File: config.mk
export PLATFORM = sky130hd
export DESIGN_NAME = spi_master_byte_engine_top
export DESIGN_NICKNAME = d
export VERILOG_FILES = /design/src/design/spimbe_pkg.sv /design/src/design/spi_master_byte_engine_top.sv
export SDC_FILE = /design/constraint.sdc
export NUM_CORES = 1
export LEC_CHECK = 0
export BUFFER_PORTS_ARGS = -buffer_cell sky130_fd_sc_hd__clkbuf_2
export CORE_ASPECT_RATIO = 1.25
export CORE_UTILIZATION = 45
export DETAILED_ROUTE_END_ITERATION = 8
export PLACE_DENSITY = 0.77
export SLEW_MARGIN = 10
export SYNTH_ARGS = -nofsm -noshare
export SYNTH_HDL_FRONTEND = slang
export SYNTH_SLANG_ARGS = --single-unit
export TNS_END_PERCENT = 20
File: constraint.sdc
create_clock -name clk_i -period 2.45 [get_ports clk_i]
set_input_delay 0.1225 -clock clk_i [delete_from_list [all_inputs] [get_ports clk_i]]
set_output_delay 0.1225 -clock clk_i [all_outputs]
set_load 0.005 [all_outputs]
File: src/design/spimbe_pkg.sv
// constants and types shared by the spi master byte engine files
package spimbe_pkg;

  localparam int unsigned WORD_BITS    = 8;
  localparam int unsigned DIV_BITS     = 16;
  localparam int unsigned MODE_BITS    = 2;
  localparam int unsigned CFG_IDX_BITS = 2;
  localparam int unsigned HPC_BITS     = 5;
  // half periods in one exchange
  localparam logic [HPC_BITS-1:0] HALF_PERIODS = HPC_BITS'(2 * WORD_BITS);

  typedef enum logic [CFG_IDX_BITS-1:0] {
    CFG_DIVISOR     = 2'd0,
    CFG_MODE        = 2'd1,
    CFG_LSB_FIRST   = 2'd2,
    CFG_CHIP_SELECT = 2'd3
  } cfg_idx_e;

endpackage

File: src/design/spi_master_byte_engine_top.sv
// spi master byte engine: one tick per input beat, one result beat per tick
//
//  channel | signals                                   | direction
//  --------+-------------------------------------------+----------
//  cfg     | cfg_valid_i cfg_ready_o cfg_index_i cfg_data_i | in
//  in      | in_valid_i in_ready_o cmd_i tx_byte_i miso_i  | in
//  out     | out_valid_o out_ready_i sclk_o mosi_o ...     | out
//
// the tick update is one pass from the state registers
// to the state and result registers, so a beat is taken every cycle
// while the result register is empty or being drained
// cfg_ready_o is always high; a register write takes effect the next cycle
// reset clears all state, registers and the result valid
// a stalled result holds and blocks the input only while out_ready_i is low
module spi_master_byte_engine_top (
  input  logic                                   clk_i,
  input  logic                                   rst_ni,
  input  logic                                   cfg_valid_i,
  output logic                                   cfg_ready_o,
  input  logic [spimbe_pkg::CFG_IDX_BITS-1:0]    cfg_index_i,
  input  logic [spimbe_pkg::DIV_BITS-1:0]        cfg_data_i,
  input  logic                                   in_valid_i,
  output logic                                   in_ready_o,
  input  logic                                   cmd_i,
  input  logic [spimbe_pkg::WORD_BITS-1:0]       tx_byte_i,
  input  logic                                   miso_i,
  output logic                                   out_valid_o,
  input  logic                                   out_ready_i,
  output logic                                   sclk_o,
  output logic                                   mosi_o,
  output logic                                   cs_asserted_o,
  output logic                                   busy_res_o,
  output logic [spimbe_pkg::WORD_BITS-1:0]       rx_byte_o,
  output logic                                   done_res_o
);
  import spimbe_pkg::*;

  // configuration registers
  logic [DIV_BITS-1:0]  div_q;
  logic [MODE_BITS-1:0] mode_q;
  logic                 lsb_q;
  logic                 cs_q;

  // engine state
  logic [DIV_BITS-1:0]  tick_q, tick_d;
  logic [HPC_BITS-1:0]  hpc_q, hpc_d;
  logic [WORD_BITS-1:0] tx_q, tx_d;
  logic [WORD_BITS-1:0] rx_q, rx_d;
  logic [WORD_BITS-1:0] hold_q, hold_d;
  logic                 lvl_q, lvl_d;
  logic                 active_q, active_d;

  // result register
  logic                 out_valid_q;
  logic                 mosi_q, mosi_d;
  logic                 cs_out_q;
  logic                 done_q, done_d;

  logic                 accept;
  logic                 cpol, cpha;
  logic [HPC_BITS-1:0]  hpc_inc;
  logic                 leading;
  logic                 do_sample, do_shift;
  logic [WORD_BITS-1:0] rx_smp;

  assign cfg_ready_o = 1'b1;
  assign in_ready_o  = !out_valid_q || out_ready_i;
  assign accept      = in_valid_i && in_ready_o;

  assign cpol    = mode_q[1];
  assign cpha    = mode_q[0];
  assign hpc_inc = hpc_q + HPC_BITS'(1);
  assign leading = !hpc_q[0];

  always_comb begin
    do_sample = cpha ? !leading : leading;
    do_shift  = cpha ? (leading && (hpc_q != '0)) : !leading;
  end

  always_comb begin
    if (lsb_q) begin
      rx_smp = {miso_i, rx_q[WORD_BITS-1:1]};
    end else begin
      rx_smp = {rx_q[WORD_BITS-2:0], miso_i};
    end
  end

  always_comb begin
    tick_d   = tick_q;
    hpc_d    = hpc_q;
    tx_d     = tx_q;
    rx_d     = rx_q;
    hold_d   = hold_q;
    lvl_d    = lvl_q;
    active_d = active_q;
    done_d   = 1'b0;
    if (!active_q) begin
      lvl_d = cpol;
      if (cmd_i) begin
        tx_d     = tx_byte_i;
        rx_d     = '0;
        tick_d   = '0;
        hpc_d    = '0;
        active_d = 1'b1;
      end
    end else if (tick_q >= div_q) begin
      // sclk edge
      tick_d = '0;
      lvl_d  = !lvl_q;
      hpc_d  = hpc_inc;
      if (do_sample) begin
        rx_d = rx_smp;
      end
      if (do_shift) begin
        tx_d = lsb_q ? {1'b0, tx_q[WORD_BITS-1:1]} : {tx_q[WORD_BITS-2:0], 1'b0};
      end
      if (hpc_inc >= HALF_PERIODS) begin
        hold_d   = do_sample ? rx_smp : rx_q;
        active_d = 1'b0;
        hpc_d    = '0;
        lvl_d    = cpol;
        done_d   = 1'b1;
      end
    end else begin
      tick_d = tick_q + DIV_BITS'(1);
    end
  end

  always_comb begin
    if (!active_d) begin
      mosi_d = 1'b0;
    end else if (lsb_q) begin
      mosi_d = tx_d[0];
    end else begin
      mosi_d = tx_d[WORD_BITS-1];
    end
  end

  always_ff @(posedge clk_i or negedge rst_ni) begin
    if (!rst_ni) begin
      div_q  <= '0;
      mode_q <= '0;
      lsb_q  <= 1'b0;
      cs_q   <= 1'b0;
    end else if (cfg_valid_i && cfg_ready_o) begin
      case (cfg_index_i)
        CFG_DIVISOR:     div_q  <= cfg_data_i;
        CFG_MODE:        mode_q <= cfg_data_i[MODE_BITS-1:0];
        CFG_LSB_FIRST:   lsb_q  <= cfg_data_i[0];
        CFG_CHIP_SELECT: cs_q   <= cfg_data_i[0];
        default: ;
      endcase
    end
  end

  always_ff @(posedge clk_i or negedge rst_ni) begin
    if (!rst_ni) begin
      tick_q      <= '0;
      hpc_q       <= '0;
      tx_q        <= '0;
      rx_q        <= '0;
      hold_q      <= '0;
      lvl_q       <= 1'b0;
      active_q    <= 1'b0;
      out_valid_q <= 1'b0;
      mosi_q      <= 1'b0;
      cs_out_q    <= 1'b0;
      done_q      <= 1'b0;
    end else begin
      if (accept) begin
        tick_q      <= tick_d;
        hpc_q       <= hpc_d;
        tx_q        <= tx_d;
        rx_q        <= rx_d;
        hold_q      <= hold_d;
        lvl_q       <= lvl_d;
        active_q    <= active_d;
        mosi_q      <= mosi_d;
        cs_out_q    <= cs_q;
        done_q      <= done_d;
        out_valid_q <= 1'b1;
      end else if (out_ready_i) begin
        out_valid_q <= 1'b0;
      end
    end
  end

  assign out_valid_o   = out_valid_q;
  assign sclk_o        = lvl_q;
  assign mosi_o        = mosi_q;
  assign cs_asserted_o = cs_out_q;
  assign busy_res_o    = active_q;
  assign rx_byte_o     = hold_q;
  assign done_res_o    = done_q;

endmodule

==> results of run 1 <==
## state kept, by name (all words and copies together) (netlist names), 2 cells and up
signal     cells
div_q         16
tick_q        16
rx_byte_o      8
rx_q           8
tx_q           8
hpc_q          5
mode_q         2
## final cells by class
class | count | area [um2] | share of cell area, %
clock inverter | 4 | 51.3 | 0.994
sequential | 71 | 1780 | 34.4
timing repair buffer | 101 | 692 | 13.4
tap | 120 | 150 | 2.91
multi-input combinational | 313 | 2230 | 43.1
inverter | 27 | 101 | 1.96
clock buffer | 12 | 165 | 3.20
## kinds of logic after synthesis
family	synth area share (%)
and+or+nand+nor	17.0
xor gates and xnor gates	2.56
AOI/OAI and AO/OA	19.5
DFF	43.3
buffers and inverters	5.12
adders and majority gates	5.79
muxes	6.59
other	0.0914
## layer usage
metal / up-vias / GRT usage, %
met1: 1712 / 24.6
met4: 0 / 10.7
met2: 77 / 39.7
met5: - / 0
met3: 22 / 4.84
li1: 1723 / -
## power breakdown
group	leakage (uW)	total (uW)	switching (uW)	internal, uW
logic	0.00149	1950	1000	950
clock network	0.000109	1010	454	555
registers	0.000851	1780	281	1500
total	0.00245	4740	1740	3000
## worst paths after layout
| kind | slack, ns | endpoint |
|---|---|---|
| worst max-delay path | -0.04 | mosi_o |
| worst min-delay path | 0.01 | out_valid_o |
| min in group asynchronous | 0.30 | div_q[13] |
| worst min register to register | 0.48 | done_res_o |
| worst max register to register | -0.04 | mosi_o |
| max in group asynchronous | 1.36 | tx_q[3] |
## critical path, delay by kind of cell, from the launching register on
kind	cells	cell delay (ns)
AO/OA/AOI/OAI	3	1.04
AND/OR/NAND/NOR	2	0.27
flip-flops	1	0.38
adder cells (fa/ha/maj)	1	0.29
multiplexers	1	0.37
## what timing repair did
item,4_1_cts,5_1_grt
setup buffers,2,2
gates resized for setup,4,12
endpoints found under the hold margin,40,0
hold buffers,16,0
setup endpoints to repair,17,36
pin swaps,3,3
## placed cells by master (no fill, tap or decap), types with 5 or more instances in the layout
cell type      count
mux2i_1           15
ha_1              15
nand3_1           15
o21ai_0           31
clkbuf_2          46
dlygate4sd3_1     16
dfrtp_1           71
nor3_1             5
inv_1             27
nor2b_1           12
and3_1             5
nand2_1           43
a22o_1            10
o21a_1             6
a221oi_1           6
o31ai_1            7
a211oi_1          10
mux2_2             8
nor2_1            26
clkbuf_8          12
xor2_1             8
a21oi_1           26
buf_4             35
## through the flow
step	util [%]	cells	cell area, um2	power, uW	setup slack [ns]
2_1_floorplan	-	435	4100	3000	0.0208
6_report	59.0	648	5160	4740	-0.0380
3_3_place_gp	53.0	612	4640	3520	-0.0207
3_5_place_dp	53.0	612	4640	3610	-0.0600
4_1_cts	57.8	646	5050	4680	-0.0222
5_1_grt	59.0	648	5160	5080	-0.133
==> impl_summary.md, run 1 <==
Die
After floorplanning, the core was sized to cover 8750 um2. From bottom edge to top edge, the die measures roughly 110 um. The initial core utilization is between 40 and 50%.

Measured along the x axis, the die boundary spans 87.4 um. The floorplan has 38 rows. Pin placement for this block handled 49 I/O pins.

The die area is about 9500 um2.

Synthesis
For this run, the leading register cell type out of synthesis is dfrtp_1. The count of synthesis-stage warnings from yosys is 0. The most repeated cell in the gate-level netlist after synthesis is dfrtp_1. The synthesized design contains 0 enable-type register cells. The area of the mapped netlist is between 4000 and 5000 um2. By count the netlist is led by 71 x dfrtp_1, 43 x nand2_1, 31 x o21ai_0. dfrtp_1 takes more of the synthesized area than any other cell. The fraction of the yosys area taken by sequential cells is around 43%.

The fraction of post-synthesis cell area in the top cell type by area is 43.3%. The number of standard cells after synthesis is 435. In the synthesized netlist the async set-or-reset flop fraction comes to 100%.

After synthesis, the cell types taking the most area are dfrtp_1 43%, ha_1 5.8%, nand2_1 3.9%. The synthesized netlist net count is between 400 and 500. A synthesized cell averages 9.43 um2. The netlist uses 56 different library cells. The register bit total from synthesis is between 70 and 80.

GRT
The pin count of the biggest net entering global routing is 29. The overall overflow remaining after global route is 0. The via count of the first global-routing pass is around 3500. The number of antenna violations at the first check in global routing came to 0. For this run, the total global-route usage over all layers was measured as 22.1%. The first global-routing pass estimated ~16 mm of wire.

CTS
The maximum level of the CTS H-tree is 3. The number of clock sinks is between 70 and 80. The maximum count of clock buffers along a single path is 2. The register clock-pin slew on the reported worst setup and hold paths is about 0.080 ns. At the later pin of the worst-skew pair, clock insertion delay measures about 0.36 ns. Clock tree synthesis selected as its root buffer the cell clkbuf_8. Clock tree synthesis inserted a total of 9 buffers. TritonCTS built the clock tree.

Cells and area
The fill cell instance count of the final layout is 770. The post-route netlist has around a quarter of its cells at a drive strength greater than 1. After the last flow step, the layout net total stands at roughly 580. Compared with the post-synthesis result, the final layout area differs by 25.8%. The antenna cell count is 0.

Critical path
In this design, the stage delay of the slowest critical-path cell is 0.38 ns. The top fanout value on the critical path is 4. The worst setup path is of the flop to flop kind.

The data required time of the worst path is roughly 2.7 ns. The number of cells on the worst reg-to-reg path is 7. In this run the critical register-to-register path is launched from div_q[0]. The worst setup path is captured at a flop.

The signal on the critical path passes through ha_1, nand2b_4, a2111o_1, a311o_2, nor2_4, mux2_2, a221o_1. The slowest stage of the critical path is the dfrtp_1 cell. Data on the critical path arrives at its endpoint at between 2 and 3 ns. The start point of the critical path is div_q[0]. STA classifies the critical path startpoint as a flop.

Pwr
The leakage power of the design is between 0.002 and 0.0025 uW. The worst-case IR drop observed on VDD is about 0.4 mV. The power density normalized to cell area is 918 nW/um2.

Detailed routing
In this run the top signal layer used is met4. In the detailed route, the total length drawn on met2 is just over 5 mm. The count of routing violations after the opening detailed-route iteration is between 100 and 150. The number of iterations in the first detailed-routing pass is 4. Once detail routing completed, the nets flagged for antenna violations numbered 0. The post-route DRC violation count is 0. The average detailed-routed wire length per instance is 15.3 um. After detailed routing, the wire length on met1 is roughly 4.1 mm.

The final route contains between 3000 and 4000 vias. The routed wire length is a little under 10 mm. The total met3 wirelength after detailed routing is roughly 330 um.

In the routed layout, each cell is associated on average with a via count of roughly 5.5.

STA
Setup repair after global routing could not meet its margin everywhere. The worst path setup slack after routing is -0.0380 ns. The worst path in the final design needs a cycle of around 2.5 ns, including I/O delays and setup. The highest clock rate is around 0.40 GHz. The final number of max-transition violations is 0. The post-route fraction of the period consumed by the critical path is 102%.

The slew at the pin closest to its max-slew limit is ~0.59 ns. The setup-violating endpoint count in the final report is 8. Summed over all failing endpoints, the final setup total negative slack is -0.200 ns. The total count of hold-check failures in the final report was 0. The worst-case headroom to the max-slew limit is slightly above 60%. Across the routed clock network, the largest skew measured is around 0.015 ns. The worst-case hold slack is around 0.013 ns.

Hold path
The worst hold path was traced through 2 stages. The start point of the worst min-delay path is in_valid_i. The tightest min-delay check is of the input pin to flop type.

Outcome
The checks that failed: negative setup slack. The flow ran to the end, but the final reports show violations.

Place
The congestion estimate from routability-driven global placement came to 0.851. The count of input and output buffers is 47. The total half-perimeter wirelength after legalization and detailed placement is around 7 mm.

Flow run
Across the run, the number of max-cap violations was 0.
No activity file was read; power rests on OpenSTA's default activity.
==> run 2, diff against run 1 <==
CORE_MARGIN = 2   (was default)
==> impl_summary.md, run 2 (synthesis results as in run 1) <==
Outcome
The flow ran to the end, and the final reports show no timing, DRC or antenna violations.

Cells and area
The area growth from synthesis to layout is 24.1%. The post-route cell area is approximately 5100 um2. Leaving out fill and tap cells, the most frequent cells in the layout are 71 x dfrtp_1, 46 x clkbuf_2, 43 x nand2_1, 30 x o21ai_0, 29 x buf_4. In the final layout, the share of cells above drive strength 1 is a little under a quarter. In the final layout, the registers with the most flip-flops are div_q (16), tick_q (16). The number of nets in the layout is 569. The number of antenna diodes in the final layout is 0. Leaving out fill and tap cells, the most frequent cell in the layout is dfrtp_1.

GRT
The via count of the first global-routing pass is roughly 3500. The number of antenna violations at the first check in global routing is 0. The first global-routing pass estimated roughly 16 mm of wire.

Entering global routing, the biggest net connects 39 pins. The global-route usage over all layers is around a fifth. The overall overflow remaining after global route is 0.

Critical path
The signal on the critical path passes through ha_1, a211oi_2, o22ai_2, a311o_2, nor2_4, mux2_4, a221o_1. The critical path class is flop to flop. The kind of capture point of the worst setup path is a flop. Of all nets on the critical path, the largest fanout is 4. The launching element type of the critical path is a flop. Data arrives at the worst endpoint at 2.68 ns.

The slowest cell on the critical path is a311o_2. On the worst path, the slowest cell contributes a delay of just over 0.4 ns. The data required time of the worst path is roughly 2.7 ns.

CTS
The total CTS buffers is 9. In this run the deepest clock path goes through 2 buffers. The number of clock sinks is 71. The worst-skew pair later-pin latency is roughly 0.35 ns. In this run the number of H-tree levels came out at 3.

Clock-pin slew was measured on the worst setup and hold paths at ~0.080 ns. CTS placed an instance of clkbuf_8 at the clock tree root. The TritonCTS clock tree is yes.

STA
Hold is met by 0.0195 ns. Static timing analysis puts the maximum clock frequency at 0.409 GHz. The post-route fraction of the period consumed by the critical path is between 90% and 100%. At the pin with the least slew margin, the transition time is 0.804 ns. The final number of max-transition violations is 0.

Setup repair after global routing could not meet its margin everywhere. In this run the tightest slew margin relative to its limit is around 46%. The total count of hold-check failures in the final report was 0. Setup violations remaining at the end of the flow were counted as 0.

Subtracting the final worst setup slack from the clock period gives 2.44 ns. The setup skew after layout is 0.0147 ns.

Die
The initial core utilization is a little under half. The die covers about 9900 um2. The die is 89.4 um wide. The initialized floorplan defines 38 standard-cell rows. The I/O pin count is 49.

The overall die height is 111 um. The floorplan core area is between 8000 and 9000 um2.

Flow run
The number of max-capacitance violations reported is 0.

Detailed routing
The pre-antenna-repair detailed-routing pass consisted of 5 iterations. For this run, design rule violations remaining after detail routing come to 0. The count of routing violations after the opening detailed-route iteration is between 150 and 200. The post-detailed-route count of antenna-violating nets is 0. The final route contains 3582 vias. The routed design has 10.0 mm of wire. The average detailed-routed wire length per instance is approximately 16 um. In the routed layout, each cell is associated on average with a via count of ~5.6.

Pwr
Net switching is a little under two fifths of the power. Combinational logic burns about two fifths of the power. The share of total power in sequential cells is 37.8%. The worst vdd rail ir drop is approximately 0.42 mV. The clock network burns 22.0% of the power. For this design the static power due to leakage is about 0.0024 uW. Cell internal power was estimated by the tool at ~3000 uW. For this design the total switching power over the nets is roughly 1800 uW. Power spread over the standard cell area amounts to between 900 and 1000 nW/um2.

Hold path
The class of the worst hold path is input pin to flop.

Place
Summing all placed instances gives a cell area of 4640 um2. The congestion estimate from routability-driven global placement came to slightly above 0.8. After legalization and detailed placement, the total HPWL measured roughly 6.9 mm. The count of input and output buffers is 47.
run 2: changes by cell type in the layout (fill, tap and decap cells not counted), sizes merged:
| cell | before | now |
|---|---|---|
| bufinv | 1 | 2 |
| clkbuf | 58 | 55 |
| buf | 39 | 34 |
| clkinv | 1 | 2 |
| dlygate4sd3 | 16 | 15 |
run 2: path summary, 6_finish.rpt:
kind / slack, ns / endpoint / start / depth (start not counted)
max: 0.008 / mosi_o / tick_q[13] / 7
min: 0.02 / div_q[1] / cfg_data_i[1] / 3
max reg2reg: 0.008 / mosi_o / tick_q[13] / 7
min reg2reg: 0.48 / cs_asserted_o / cs_q / 2
max in group asynchronous: 1.37 / tick_q[5] / rst_ni / 3
min in group asynchronous: 0.40 / rx_q[6] / rst_ni / 2
run 2: cell type report:
type	count	area [um2]
Sequential cell	71	1780
Inverter	27	101
Clock inverter	6	93.8
Clock buffer	9	124
Fill cell	763	3700
Multi-Input combinational cell	313	2190
Timing Repair Buffer	95	657
Tap cell	120	150
run 2: power by group through the flow:
stage / registers [uW] / clock network (uW) / logic, uW
after floorplan: 1730 / 0 / 1270
after global placement: 1780 / 0 / 1720
after detailed placement: 1800 / 0 / 1800
after CTS: 1780 / 1060 / 1870
after global routing: 1840 / 1120 / 2120
final: 1790 / 1040 / 1910
run 2: metal layers:
metal	routed length (um)	track usage, %	vias up
li1	-	-	1722
met1	4080	25.3	1752
met2	5370	36.0	88
met3	333	3.80	20
met4	248	7.76	0
met5	0	0	-
run 2: metrics by stage:
stage / total power (uW) / instances / util (%) / setup TNS [ns] / setup WS (ns)
floorplan: 3000 / 435 / - / 0 / 0.0208
detailed placement: 3610 / 610 / 52.7 / -0.416 / -0.0757
global route: 5080 / 641 / 57.9 / -0.946 / -0.0724
CTS: 4710 / 640 / 57.1 / -0.00567 / -0.00369
finish: 4740 / 641 / 57.9 / 0 / 0.00798
global placement: 3500 / 610 / 52.7 / -0.0196 / -0.0196
run 2: what timing repair did:
action / CTS / global route
endpoints found under the setup margin: 17 / 37
pin swaps: 3 / 3
resized for setup: 4 / 11
hold buffers: 15 / 0
setup buffers: 0 / 1
endpoints found under the hold margin: 47 / 0
run 2: worst max-delay path, delay by kind of cell, from the launching register on:
| family | cells | cell delay [ns] |
|---|---|---|
| AO/OA/AOI/OAI | 4 | 1.13 |
| AND/OR/NAND/NOR | 1 | 0.14 |
| adder cells (fa/ha/maj) | 1 | 0.33 |
| multiplexers | 1 | 0.32 |
| flip-flops | 1 | 0.39 |
